--- src/hw/rtl/nearest_site_labeler_unit_defines.svh ---
// ----------------------------------------------------------------------------
// Nearest site labeler assertion macros
// Shared concurrent assertion wrappers for the labeler RTL.
// ----------------------------------------------------------------------------
`ifndef NEAREST_SITE_LABELER_UNIT_DEFINES_SVH
`define NEAREST_SITE_LABELER_UNIT_DEFINES_SVH

// Assert a property on an explicit clock and active-low reset.
`define NSL_ASSERT_CLK(label, clk, rst_n, prop, msg) \
  label: assert property (@(posedge clk) disable iff (!rst_n) prop) else $error(msg);

// Assert a property on the block clock and reset.
`define NSL_ASSERT(label, prop, msg) \
  `NSL_ASSERT_CLK(label, clk_i, rst_ni, prop, msg)

// Assert that a condition never holds.
`define NSL_ASSERT_NEVER(label, cond, msg) \
  `NSL_ASSERT(label, !(cond), msg)

`endif

--- src/hw/rtl/nsl_pkg.sv ---
// ----------------------------------------------------------------------------
// Nearest site labeler package
// Sizes, site and tag types, and operation codes shared by the labeler RTL.
// ----------------------------------------------------------------------------
package nsl_pkg;

  // Table and coordinate sizes
  localparam int MAX_SITES  = 32;
  localparam int COORD_BITS = 10;

  // Fixed field widths of the ports
  localparam int SLOT_IN_BITS = 5;
  localparam int IDX_OUT_BITS = 5;
  localparam int CFG_BITS     = 6;

  // Derived sizes
  localparam int SLOT_BITS     = (MAX_SITES > 1) ? $clog2(MAX_SITES) : 1;
  localparam int CNT_BITS      = $clog2(MAX_SITES + 1);
  localparam int CMP_BITS      = (CFG_BITS > CNT_BITS) ? CFG_BITS : CNT_BITS;
  localparam int SLOT_CMP_BITS = (SLOT_IN_BITS > CNT_BITS) ? SLOT_IN_BITS : CNT_BITS;
  localparam int SQ_BITS       = 2 * COORD_BITS;
  localparam int DIST_BITS     = SQ_BITS + 1;

  typedef enum logic {
    OP_LOAD  = 1'b0,
    OP_QUERY = 1'b1
  } nsl_op_e;

  typedef struct packed {
    logic [COORD_BITS-1:0] x;
    logic [COORD_BITS-1:0] y;
  } nsl_site_t;

  localparam int SITE_BITS = $bits(nsl_site_t);

  // Control tag that travels alongside each site through the distance pipe
  typedef struct packed {
    logic                 vld;
    logic                 last;
    logic [SLOT_BITS-1:0] idx;
  } nsl_tag_t;

endpackage

--- src/hw/rtl/nsl_site_ram.sv ---
// ----------------------------------------------------------------------------
// Site table RAM
// Simple dual-port synchronous RAM, one write and one registered read port.
// ----------------------------------------------------------------------------
module nsl_site_ram #(
  parameter int DEPTH = 32,
  parameter int WIDTH = 20
) (
  input  logic                                   clk_i,
  input  logic                                   we_i,
  input  logic [((DEPTH > 1) ? $clog2(DEPTH) : 1)-1:0] waddr_i,
  input  logic [WIDTH-1:0]                       wdata_i,
  input  logic                                   re_i,
  input  logic [((DEPTH > 1) ? $clog2(DEPTH) : 1)-1:0] raddr_i,
  output logic [WIDTH-1:0]                       rdata_o
);

  logic [WIDTH-1:0] mem [DEPTH];
  logic [WIDTH-1:0] rdata_q;

  always_ff @(posedge clk_i) begin
    if (we_i) begin
      mem[waddr_i] <= wdata_i;
    end
  end

  always_ff @(posedge clk_i) begin
    if (re_i) begin
      rdata_q <= mem[raddr_i];
    end
  end

  assign rdata_o = rdata_q;

endmodule

--- src/hw/rtl/nsl_dist_pipe.sv ---
// ----------------------------------------------------------------------------
// Squared distance pipe
// Three-stage pipe: absolute differences, squares, sum. Tag rides along.
// ----------------------------------------------------------------------------
module nsl_dist_pipe (
  input  logic                              clk_i,
  input  logic                              rst_ni,
  input  nsl_pkg::nsl_tag_t                 tag_i,
  input  nsl_pkg::nsl_site_t                site_i,
  input  logic [nsl_pkg::COORD_BITS-1:0]    px_i,
  input  logic [nsl_pkg::COORD_BITS-1:0]    py_i,
  output nsl_pkg::nsl_tag_t                 tag_o,
  output logic [nsl_pkg::DIST_BITS-1:0]     dist_o
);

  nsl_pkg::nsl_tag_t tag1_q, tag2_q, tag3_q;

  logic [nsl_pkg::COORD_BITS-1:0] dx_d, dy_d, dx_q, dy_q;
  logic [nsl_pkg::SQ_BITS-1:0]    sqx_d, sqy_d, sqx_q, sqy_q;
  logic [nsl_pkg::DIST_BITS-1:0]  dist_d, dist_q;

  always_comb begin
    dx_d   = (px_i > site_i.x) ? (px_i - site_i.x) : (site_i.x - px_i);
    dy_d   = (py_i > site_i.y) ? (py_i - site_i.y) : (site_i.y - py_i);
    sqx_d  = nsl_pkg::SQ_BITS'(dx_q) * nsl_pkg::SQ_BITS'(dx_q);
    sqy_d  = nsl_pkg::SQ_BITS'(dy_q) * nsl_pkg::SQ_BITS'(dy_q);
    dist_d = nsl_pkg::DIST_BITS'(sqx_q) + nsl_pkg::DIST_BITS'(sqy_q);
  end

  always_ff @(posedge clk_i or negedge rst_ni) begin
    if (!rst_ni) begin
      tag1_q <= '0;
      tag2_q <= '0;
      tag3_q <= '0;
    end else begin
      tag1_q <= tag_i;
      tag2_q <= tag1_q;
      tag3_q <= tag2_q;
    end
  end

  always_ff @(posedge clk_i) begin
    dx_q   <= dx_d;
    dy_q   <= dy_d;
    sqx_q  <= sqx_d;
    sqy_q  <= sqy_d;
    dist_q <= dist_d;
  end

  assign tag_o  = tag3_q;
  assign dist_o = dist_q;

endmodule

--- src/hw/rtl/nearest_site_labeler_unit.sv ---
// ----------------------------------------------------------------------------
// Nearest site labeler
// Discrete Voronoi labeling by Euclidean nearest site. A load word (op = 0)
// writes site (coord_x, coord_y) into the site table at slot; it gives no
// result and is accepted even while an earlier result
// still waits on the output. A query word (op = 1) gives a pixel; the block
// scans slots 0 to num_generators - 1 (capped at the table size), computes
// exact squared distances dx*dx + dy*dy, and returns the index of the least
// one, the lowest index winning ties. With no sites taking part the result
// is index 0 with none_loaded set. A query holds the block until its result
// enters the output register; the site table is read one entry per cycle and
// each read feeds a three-stage distance pipe, so the table read port sets the rate.
// Slots read by a query must have been loaded since reset. The user must
// write num_generators through the cfg channel while the block is idle; the block does not enforce it.
// ----------------------------------------------------------------------------
`include "nearest_site_labeler_unit_defines.svh"

module nearest_site_labeler_unit (
  input  logic                                clk_i,
  input  logic                                rst_ni,
  // Configuration write channel
  input  logic                                cfg_valid_i,
  output logic                                cfg_ready_o,
  input  logic [nsl_pkg::CFG_BITS-1:0]        cfg_data_i,
  // Input words
  input  logic                                in_valid_i,
  output logic                                in_ready_o,
  input  logic                                op_i,
  input  logic [nsl_pkg::SLOT_IN_BITS-1:0]    slot_i,
  input  logic [nsl_pkg::COORD_BITS-1:0]      coord_x_i,
  input  logic [nsl_pkg::COORD_BITS-1:0]      coord_y_i,
  // Result words
  output logic                                out_valid_o,
  input  logic                                out_ready_i,
  output logic [nsl_pkg::IDX_OUT_BITS-1:0]    nearest_index_o,
  output logic                                none_loaded_o
);

  typedef enum logic [1:0] {
    ST_IDLE,
    ST_SCAN,
    ST_DRAIN,
    ST_RESULT
  } state_e;

  state_e state_q, state_d;

  logic [nsl_pkg::CFG_BITS-1:0]  num_gen_q, num_gen_d;
  logic [nsl_pkg::CNT_BITS-1:0]  count_q, count_d;
  logic [nsl_pkg::SLOT_BITS-1:0] k_q, k_d;
  logic [nsl_pkg::COORD_BITS-1:0] px_q, px_d, py_q, py_d;
  logic [nsl_pkg::DIST_BITS-1:0] best_dist_q, best_dist_d;
  logic [nsl_pkg::SLOT_BITS-1:0] best_idx_q, best_idx_d;
  logic                          none_q, none_d;
  logic                          out_valid_q, out_valid_d;
  logic [nsl_pkg::SLOT_BITS-1:0] out_idx_q, out_idx_d;
  logic                          out_none_q, out_none_d;
  nsl_pkg::nsl_tag_t             iss_tag_q, iss_tag_d;

  logic                          in_fire;
  logic                          slot_ok;
  logic                          ram_we;
  logic [nsl_pkg::CMP_BITS-1:0]  cfg_ext;
  logic [nsl_pkg::CNT_BITS-1:0]  count_sat;
  logic [nsl_pkg::SITE_BITS-1:0] ram_rdata;
  nsl_pkg::nsl_site_t            wr_site;
  nsl_pkg::nsl_site_t            rd_site;
  nsl_pkg::nsl_tag_t             d_tag;
  logic [nsl_pkg::DIST_BITS-1:0] d_dist;
  logic                          out_free;

  // Accept words only between queries; loads complete at acceptance.
  assign in_ready_o  = (state_q == ST_IDLE);
  assign in_fire     = in_valid_i && in_ready_o;
  assign cfg_ready_o = 1'b1;

  assign slot_ok = (nsl_pkg::SLOT_CMP_BITS'(slot_i) < nsl_pkg::SLOT_CMP_BITS'(nsl_pkg::MAX_SITES));
  assign ram_we  = in_fire && (op_i == nsl_pkg::OP_LOAD) && slot_ok;
  assign wr_site = '{x: coord_x_i, y: coord_y_i};

  // Cap the site count at the table size.
  assign cfg_ext   = nsl_pkg::CMP_BITS'(num_gen_q);
  assign count_sat = (cfg_ext > nsl_pkg::CMP_BITS'(nsl_pkg::MAX_SITES)) ?
                     nsl_pkg::CNT_BITS'(nsl_pkg::MAX_SITES) : nsl_pkg::CNT_BITS'(cfg_ext);

  // Output register frees when empty or when its word leaves this cycle.
  assign out_free = !out_valid_q || out_ready_i;

  nsl_site_ram #(
    .DEPTH (nsl_pkg::MAX_SITES),
    .WIDTH (nsl_pkg::SITE_BITS)
  ) u_site_ram (
    .clk_i   (clk_i),
    .we_i    (ram_we),
    .waddr_i (nsl_pkg::SLOT_BITS'(slot_i)),
    .wdata_i (wr_site),
    .re_i    (state_q == ST_SCAN),
    .raddr_i (k_q),
    .rdata_o (ram_rdata)
  );

  assign rd_site = nsl_pkg::nsl_site_t'(ram_rdata);

  // Tag registered on issue lines up with the RAM read data.
  nsl_dist_pipe u_dist_pipe (
    .clk_i  (clk_i),
    .rst_ni (rst_ni),
    .tag_i  (iss_tag_q),
    .site_i (rd_site),
    .px_i   (px_q),
    .py_i   (py_q),
    .tag_o  (d_tag),
    .dist_o (d_dist)
  );

  always_comb begin
    state_d     = state_q;
    num_gen_d   = num_gen_q;
    count_d     = count_q;
    k_d         = k_q;
    px_d        = px_q;
    py_d        = py_q;
    best_dist_d = best_dist_q;
    best_idx_d  = best_idx_q;
    none_d      = none_q;
    out_valid_d = out_valid_q;
    out_idx_d   = out_idx_q;
    out_none_d  = out_none_q;
    iss_tag_d   = '0;

    if (cfg_valid_i && cfg_ready_o) begin
      num_gen_d = cfg_data_i;
    end

    // Drop the pending result once taken.
    if (out_valid_q && out_ready_i) begin
      out_valid_d = 1'b0;
    end

    // Keep the running minimum; strict less keeps the lowest index on ties.
    if (d_tag.vld) begin
      if ((d_tag.idx == '0) || (d_dist < best_dist_q)) begin
        best_dist_d = d_dist;
        best_idx_d  = d_tag.idx;
      end
    end

    unique case (state_q)
      ST_IDLE: begin
        if (in_fire && (op_i == nsl_pkg::OP_QUERY)) begin
          px_d    = coord_x_i;
          py_d    = coord_y_i;
          count_d = count_sat;
          k_d     = '0;
          if (count_sat == '0) begin
            none_d  = 1'b1;
            state_d = ST_RESULT;
          end else begin
            none_d  = 1'b0;
            state_d = ST_SCAN;
          end
        end
      end
      ST_SCAN: begin
        // Issue one table read per cycle.
        iss_tag_d.vld  = 1'b1;
        iss_tag_d.idx  = k_q;
        iss_tag_d.last = ((nsl_pkg::CNT_BITS'(k_q) + nsl_pkg::CNT_BITS'(1)) == count_q);
        k_d            = k_q + 1'b1;
        if (iss_tag_d.last) begin
          state_d = ST_DRAIN;
        end
      end
      ST_DRAIN: begin
        if (d_tag.vld && d_tag.last) begin
          state_d = ST_RESULT;
        end
      end
      ST_RESULT: begin
        if (out_free) begin
          out_valid_d = 1'b1;
          out_idx_d   = none_q ? '0 : best_idx_q;
          out_none_d  = none_q;
          state_d     = ST_IDLE;
        end
      end
      default: begin
        state_d = ST_IDLE;
      end
    endcase
  end

  always_ff @(posedge clk_i or negedge rst_ni) begin
    if (!rst_ni) begin
      state_q     <= ST_IDLE;
      num_gen_q   <= '0;
      count_q     <= '0;
      k_q         <= '0;
      none_q      <= 1'b0;
      out_valid_q <= 1'b0;
      iss_tag_q   <= '0;
    end else begin
      state_q     <= state_d;
      num_gen_q   <= num_gen_d;
      count_q     <= count_d;
      k_q         <= k_d;
      none_q      <= none_d;
      out_valid_q <= out_valid_d;
      iss_tag_q   <= iss_tag_d;
    end
  end

  always_ff @(posedge clk_i) begin
    px_q        <= px_d;
    py_q        <= py_d;
    best_dist_q <= best_dist_d;
    best_idx_q  <= best_idx_d;
    out_idx_q   <= out_idx_d;
    out_none_q  <= out_none_d;
  end

  assign out_valid_o     = out_valid_q;
  assign nearest_index_o = nsl_pkg::IDX_OUT_BITS'(out_idx_q);
  assign none_loaded_o   = out_none_q;

  // Distances come out of the pipe only while a query is in flight.
  `NSL_ASSERT(a_tag_in_query, d_tag.vld |-> (state_q == ST_SCAN || state_q == ST_DRAIN), "distance word outside a query")

  // Every scanned index stays below the site count.
  `NSL_ASSERT(a_scan_in_range, (state_q == ST_SCAN) |-> (nsl_pkg::CNT_BITS'(k_q) < count_q), "scan index beyond site count")

  // A result handed to a free output register shows up the next cycle.
  `NSL_ASSERT(a_result_lands, (state_q == ST_RESULT && out_free) |=> (out_valid_q && state_q == ST_IDLE), "result not delivered to output")

  // No-site results always carry index zero.
  `NSL_ASSERT_NEVER(a_none_index, out_valid_q && out_none_q && (out_idx_q != '0), "none result with nonzero index")

endmodule

--- config.mk ---
export PLATFORM = sky130hd
export DESIGN_NAME = nearest_site_labeler_unit
export DESIGN_NICKNAME = d
export VERILOG_FILES = /design/src/hw/rtl/nsl_pkg.sv /design/src/hw/rtl/nsl_site_ram.sv /design/src/hw/rtl/nsl_dist_pipe.sv /design/src/hw/rtl/nearest_site_labeler_unit.sv
export VERILOG_INCLUDE_DIRS = /design/src /design/src/hw/rtl
export SDC_FILE = /design/constraint.sdc
export NUM_CORES = 1
export LEC_CHECK = 0
export BUFFER_PORTS_ARGS = -buffer_cell sky130_fd_sc_hd__buf_2
export CORE_AREA = 3 3 200 398
export DETAILED_ROUTE_END_ITERATION = 8
export DIE_AREA = 0 0 203 401
export GPL_TIMING_DRIVEN = 0
export PLACE_DENSITY = 0.66
export SYNTH_ARGS = -nofsm -noshare
export SYNTH_HDL_FRONTEND = slang
export SYNTH_HIERARCHICAL = 1
export SYNTH_SLANG_ARGS = --single-unit
--- constraint.sdc ---
create_clock -name clk_i -period 15.2 [get_ports clk_i]
set_clock_uncertainty 0.15 [all_clocks]
set_input_delay 3.04 -clock clk_i [delete_from_list [all_inputs] [get_ports clk_i]]
set_output_delay 3.04 -clock clk_i [all_outputs]
set_load 0.01 [all_outputs]
======== Yosys cells after proc, flatten, opt, wreduce, memory -nomap -nowiden ========
Memories as Yosys holds them, arrays and structs flattened. A register that Yosys moved wholly into a read port is not among the register bits.
Index checks and enable logic that the tools add are counted.
storage, ports and cells
  register bits ........................... 182
  bits in writable memories ............... 640
  bits of input ports ..................... 37
  output and inout bits ................... 9
  logic and storage cells ................. 87
  memories kept ........................... 1
operators by class
  $add $sub $neg .......................... 7
  $mul .................................... 2
  order comparisons ....................... 4
  equal/unequal tests ..................... 8
  multiplexer cells ....................... 18
  bitwise logic cells ..................... 1
  reduce and logical (&&, ||, !) cells .... 17
memory list
  name            depth  width  read ports  clocked after memory_dff  write ports  RTL line            source
  u_site_ram.mem  32     20     1           1                         1            nsl_site_ram.sv:18  logic [WIDTH-1:0] mem [DEPTH];
operator list
  operator                                      count
  multiplier 10 x 10 -> 20 bit                  2
  subtractor 10 bit                             4
  adder 20 x 20 -> 21 bit                       1
  less-than comparator 21 bit                   1
  > comparator 10 bit                           2
  two-way mux 10 bit                            2
  two-way mux 2 bit                             5
  one-hot mux 5 bit (2 select lines)            1
  one-hot mux 2 bit (4 select lines)            1
  AND reduction 2 bit                           4
  two-way mux 7 bit                             1
  adder 5 x 1 -> 6 bit, second input constant   1
  equality test 6 bit                           1
  > comparator 6 bit, second input constant     1
  logical NOT 6 bit                             1
  two-way mux 1 bit                             6
  two-way mux 6 bit                             1
  inequality test 2 bit, second input constant  3
  adder 5 x 1 -> 5 bit, second input constant   1
  logical AND 1 bit                             5
  logical NOT 5 bit                             1
  two-way mux 5 bit                             1
  equality test 2 bit, second input constant    2
  AND reduction 4 bit                           1
  other kinds (7)                               8

======== Longest topological paths before layout ========
  depth after elaboration ................. 6
  depth in mapped cells ................... 21
  gate-level depth less buffers ........... 19

======== Hierarchy ========
The synthesis kept the hierarchy.
modules (own cells, without submodules)
  module                     times used  cells each  area each (µm²)  sequential area each (µm²)
  nsl_site_ram               1           1414        25753.4          19819.0
  nsl_dist_pipe              1           1032        9844.4           2107.0
  nearest_site_labeler_unit  1           259         3489.6           2262.2

======== Least setup slack after synthesis ========
No wires, ideal clock.
  path kind ............................... input-to-reg
  start point ............................. input port in_valid_i
  end point ............................... memory u_site_ram.mem[12][0] (enable)
  library setup time ...................... 0.397 ns
  arrival time ............................ 4.766 ns
  data required time ...................... 14.653 ns
  path slack .............................. 9.887 ns
  stages on the path ...................... 5
  buffers on the path ..................... 1
  path through ............................ nand2_1 > nor2_1 > or3b_2 > clkbuf_1 > nor2_1
on the way
  longest elaborated chain between the ends .. 4
RTL lines
  what                                     RTL line                         source
  start, declared                          nearest_site_labeler_unit.sv:26  input logic in_valid_i,
  logical AND 1 bit                        nearest_site_labeler_unit.sv:74  assign in_fire = in_valid_i && in_ready_o;
  logical AND 1 bit                        nearest_site_labeler_unit.sv:78  assign ram_we = in_fire && (op_i == nsl_pkg::OP_LOAD) && slot_ok;
  via ram_we                               nearest_site_labeler_unit.sv:62  logic ram_we;
  two-way mux 1 bit                        nsl_site_ram.sv:22               if (we_i) begin
  two-way mux 1 bit (not written as such)  nsl_site_ram.sv:23               mem[waddr_i] <= wdata_i;
  end, declared                            nsl_site_ram.sv:18
The timed path passes the listed nets, and every way through them passes these cells.

======== Final worst setup path ========
  start point ............................. register u_dist_pipe/dy_q[0] in the netlist's numbering
  end point ............................... register u_dist_pipe/sqy_q[18] in the netlist's numbering
on the way
  longest elaborated chain between the ends .. 1
RTL lines
  what                             RTL line             source
  start, declared                  nsl_dist_pipe.sv:18  logic [nsl_pkg::COORD_BITS-1:0] dx_d, dy_d, dx_q, dy_q;
  start signal, assigned           nsl_dist_pipe.sv:44  dy_q <= dy_d;
  multiplier 10 x 10 -> 20 bit     nsl_dist_pipe.sv:26  sqy_d = nsl_pkg::SQ_BITS'(dy_q) * nsl_pkg::SQ_BITS'(dy_q);
  via u_dist_pipe.sqy_d (one bit)  nsl_dist_pipe.sv:19  logic [nsl_pkg::SQ_BITS-1:0] sqx_d, sqy_d, sqx_q, sqy_q;
  end signal, assigned             nsl_dist_pipe.sv:46  sqy_q <= sqy_d;
  end, declared                    nsl_dist_pipe.sv:19
The timed path passes the listed nets, and every way through them passes these cells.
A chain may end at the register's enable or synchronous reset.

==> impl_metrics.toml <==
[timing]
max_clock_freq_mhz = 175
fin_crit_sh = 0.376
setup_slack_ns = 9.48
worst_slew_pin_slew_ns = 1.08
hold_viol_final = 0
setup_violations = 0
grt_setup_unrepaired = "no"
slew_headroom = 0.282
fin_setup_tns_ns = 0
fin_crit_ns = 5.72
drv_slew = 0

[synth]
yosys_most_used_dff = "edfxtp_1"
async_flop_share = 0.0583
synth_cells = 2705
ys_top_cells_by_area = "edfxtp_1 55%, mux2i_1 8.6%, ha_1 5.7%, fa_1 5.1%, dfxtp_1 4.0%"
ys_ff_latch = 840
synth-edff-count = 712
synth_top_area_share = 0.547
yosysUniqueCellTypes = 76
syn_nets = 3019
avgSynthCellArea_um2 = 14.5
synth_top_area_cell = "edfxtp_1"
yosys_warnings = 6
syn-cell-area_um2 = 39100
ys_seq_area_frac = 0.619

[global_routing]
first_global_vias = 23600
antenna_found_initial = 0
grt.total_usage = 0.219
grt_pass1_wl_um = 134000
grt_overflow_total = 0
grt_max_degree = 50

[floorplan]
initial_utilization = 0.508
coreArea_um2 = 76900
die_w_um = 203
ioPinCount = 46
fp-row-count = 144
die_y_um = 401
die_area_um2 = 81400

[placed_design]
port_buffers = 43
place_ws_ns = 8.96
post-dp-hpwl_um = 65000
gp_congestion = 0.902

[cts]
tritoncts = "yes"
htree_levels = 3
cts_made_buffers = 73
clk-insertion-delay-late_ns = 0.65
cts.clk_slew.worst_paths_ns = 0.06
cts_resized = 0
cts.sinks = 840
post-cts-setup-buffers = 0
hold_buffers = 0
clockBufferDepth = 3
cts_root_buf = "clkbuf_16"

[route]
vias_per_cell = 5.57
first_pass_iters = 5
routedWlPerCell_um = 22.6
vias = 21900
drc = 0
final_antenna_net_count = 0
drt_iter0_markers = 1264
routed_wl_um = 89100

[critical_path]
cp.required_ns = 15.62
crit_top_cell = "fa_1"
path_cells = "clkbuf_1 > nand2_1 > fa_1 > fa_1 > inv_1 > fa_1 > fa_1 > inv_1 > fa_1 > inv_1 > ha_1 > a21o_1 > nand2_1 > a21oi_1 > a311oi_1 > o21ai_0 > a21oi_1 > xnor2_1"
setup.worst_path.start_class = "register"
path_max_fanout = 10
cpMaxStageDelayCell = "fa_1"
crit_path_end_kind = "register"
critPathMaxStageDelay_ns = 0.56
crit_type = "register to register"
arrival_ns = 6.14

[layout]
nets = 3169
diodes = 0
post_route_cells_drive_above_1_share = 0.111
syn_to_final_growth_pct = 11.9

[min_path]
hold_class = "register to register"

[job]
drv_cap = 0

[run_status]
status = "finished, final reports clean"
path summary, 6_finish.rpt:
check / from / end / slack, ns / cells past startpoint
worst max-delay path: u_dist_pipe/dy_q[0] / u_dist_pipe/sqy_q[18] / 9.48 / 18
worst min-delay path: u_dist_pipe/tag2_q[5] / u_dist_pipe/tag_o[5] / 0.20 / 0
worst max register to register: u_dist_pipe/dy_q[0] / u_dist_pipe/sqy_q[18] / 9.48 / 18
worst min register to register: u_dist_pipe/tag2_q[5] / u_dist_pipe/tag_o[5] / 0.20 / 0
max in group asynchronous: rst_ni / u_dist_pipe/tag1_q[3] / 11.79 / 1
min in group asynchronous: rst_ni / state_q[1] / 2.44 / 1
cells in the final DEF (no fill, tap or decap), types with 13 or more instances in the layout:
master / n
a21o_1: 40
a21oi_1: 112
a22o_1: 40
a22oi_1: 80
a31oi_1: 33
and2_1: 63
buf_2: 67
buf_4: 18
buf_8: 31
bufinv_16: 13
clkbuf_1: 52
clkbuf_16: 74
dfrtp_1: 49
dfxtp_1: 79
edfxtp_1: 712
fa_1: 99
ha_1: 177
inv_1: 205
mux2i_1: 335
nand2_1: 116
nand2b_1: 15
nand3_1: 52
nand4_1: 30
nor2_1: 36
nor2_2: 33
nor2b_1: 30
nor3_1: 30
o21ai_0: 43
xnor2_1: 53
xor2_1: 27
cell usage after synthesis (all sizes together), types with 3 or more instances:
cell type,count
a211oi,4
a21boi,3
a21o,40
a21oi,114
a221o,3
a22o,40
a22oi,80
a311oi,4
a31o,3
a31oi,33
and2,63
and3,8
buf,64
clkbuf,47
dfrtp,49
dfxtp,79
edfxtp,712
fa,99
ha,178
inv,205
mux2,12
mux2i,335
nand2,116
nand2b,15
nand3,53
nand3b,7
nand4,30
nor2,69
nor2b,30
nor3,30
o21a,8
o21ai,43
o21bai,5
o22ai,4
or3,4
or3b,3
xnor2,54
xor2,27
flip-flops by register name (all words and copies together) (netlist names), 10 cells and up:
signal and flops:
u_site_ram/mem 640, best_dist_q 21, u_dist_pipe/dist_o 21, u_site_ram/rdata_o 20, u_dist_pipe/sqx_q 19, u_dist_pipe/sqy_q 19
px_q 10, py_q 10, u_dist_pipe/dx_q 10, u_dist_pipe/dy_q 10
worst max-delay path: cells and delay by family, from the launching register on:
family,cells,cell delay (ns)
flip-flops,1,0.45
adder cells (fa/ha/maj),6,3.05
AND/OR/NAND/NOR,2,0.25
XOR/XNOR,1,0.13
AO/OA/AOI/OAI,5,1.11
buffers and inverters,4,0.50
per-layer routing:
metal	track usage	part of all wire	vias to the layer above
li1	-	-	10200
met1	0.212	0.33	11100
met2	0.443	0.58	466
met3	0.0257	0.028	191
met4	0.113	0.054	0
met5	0	0	-
final cells by class:
class / instances / area [um2]
multi-input cells: 1549 / 13500
fillers: 6074 / 33200
inverters: 205 / 769
plain buffers: 111 / 767
repair buffers: 75 / 743
clock buffers: 82 / 1880
flip-flops and latches: 840 / 24200
clock inverters: 50 / 662
well taps: 1022 / 1280
metrics by stage:
step / std cells / utilization / hold slack (ns) / cell area [um2]
after floorplan: 2705 / - / 0.181 / 39100
after global placement: 3770 / 0.527 / 0.182 / 40600
after detailed placement: 3802 / 0.536 / 0.185 / 41200
after CTS: 3934 / 0.569 / 0.199 / 43700
after global routing: 3934 / 0.569 / 0.207 / 43700
final: 3934 / 0.569 / 0.198 / 43700
cells by family (layout without fill, tap and decap cells):
kind of cell	after synthesis	after routing	synth area share
multiplexers	347	347	0.0894
XOR/XNOR	81	81	0.0183
AO/OA/AOI/OAI	403	403	0.0691
buffers and inverters	316	523	0.0393
AND/OR/NAND/NOR	440	440	0.0572
flip-flops	840	840	0.619
adder cells (fa/ha/maj)	277	277	0.108
other	1	1	0.0000959
Power is not shown: default switching activity piles up to over one toggle a cycle in this logic, so the estimate is an artifact.
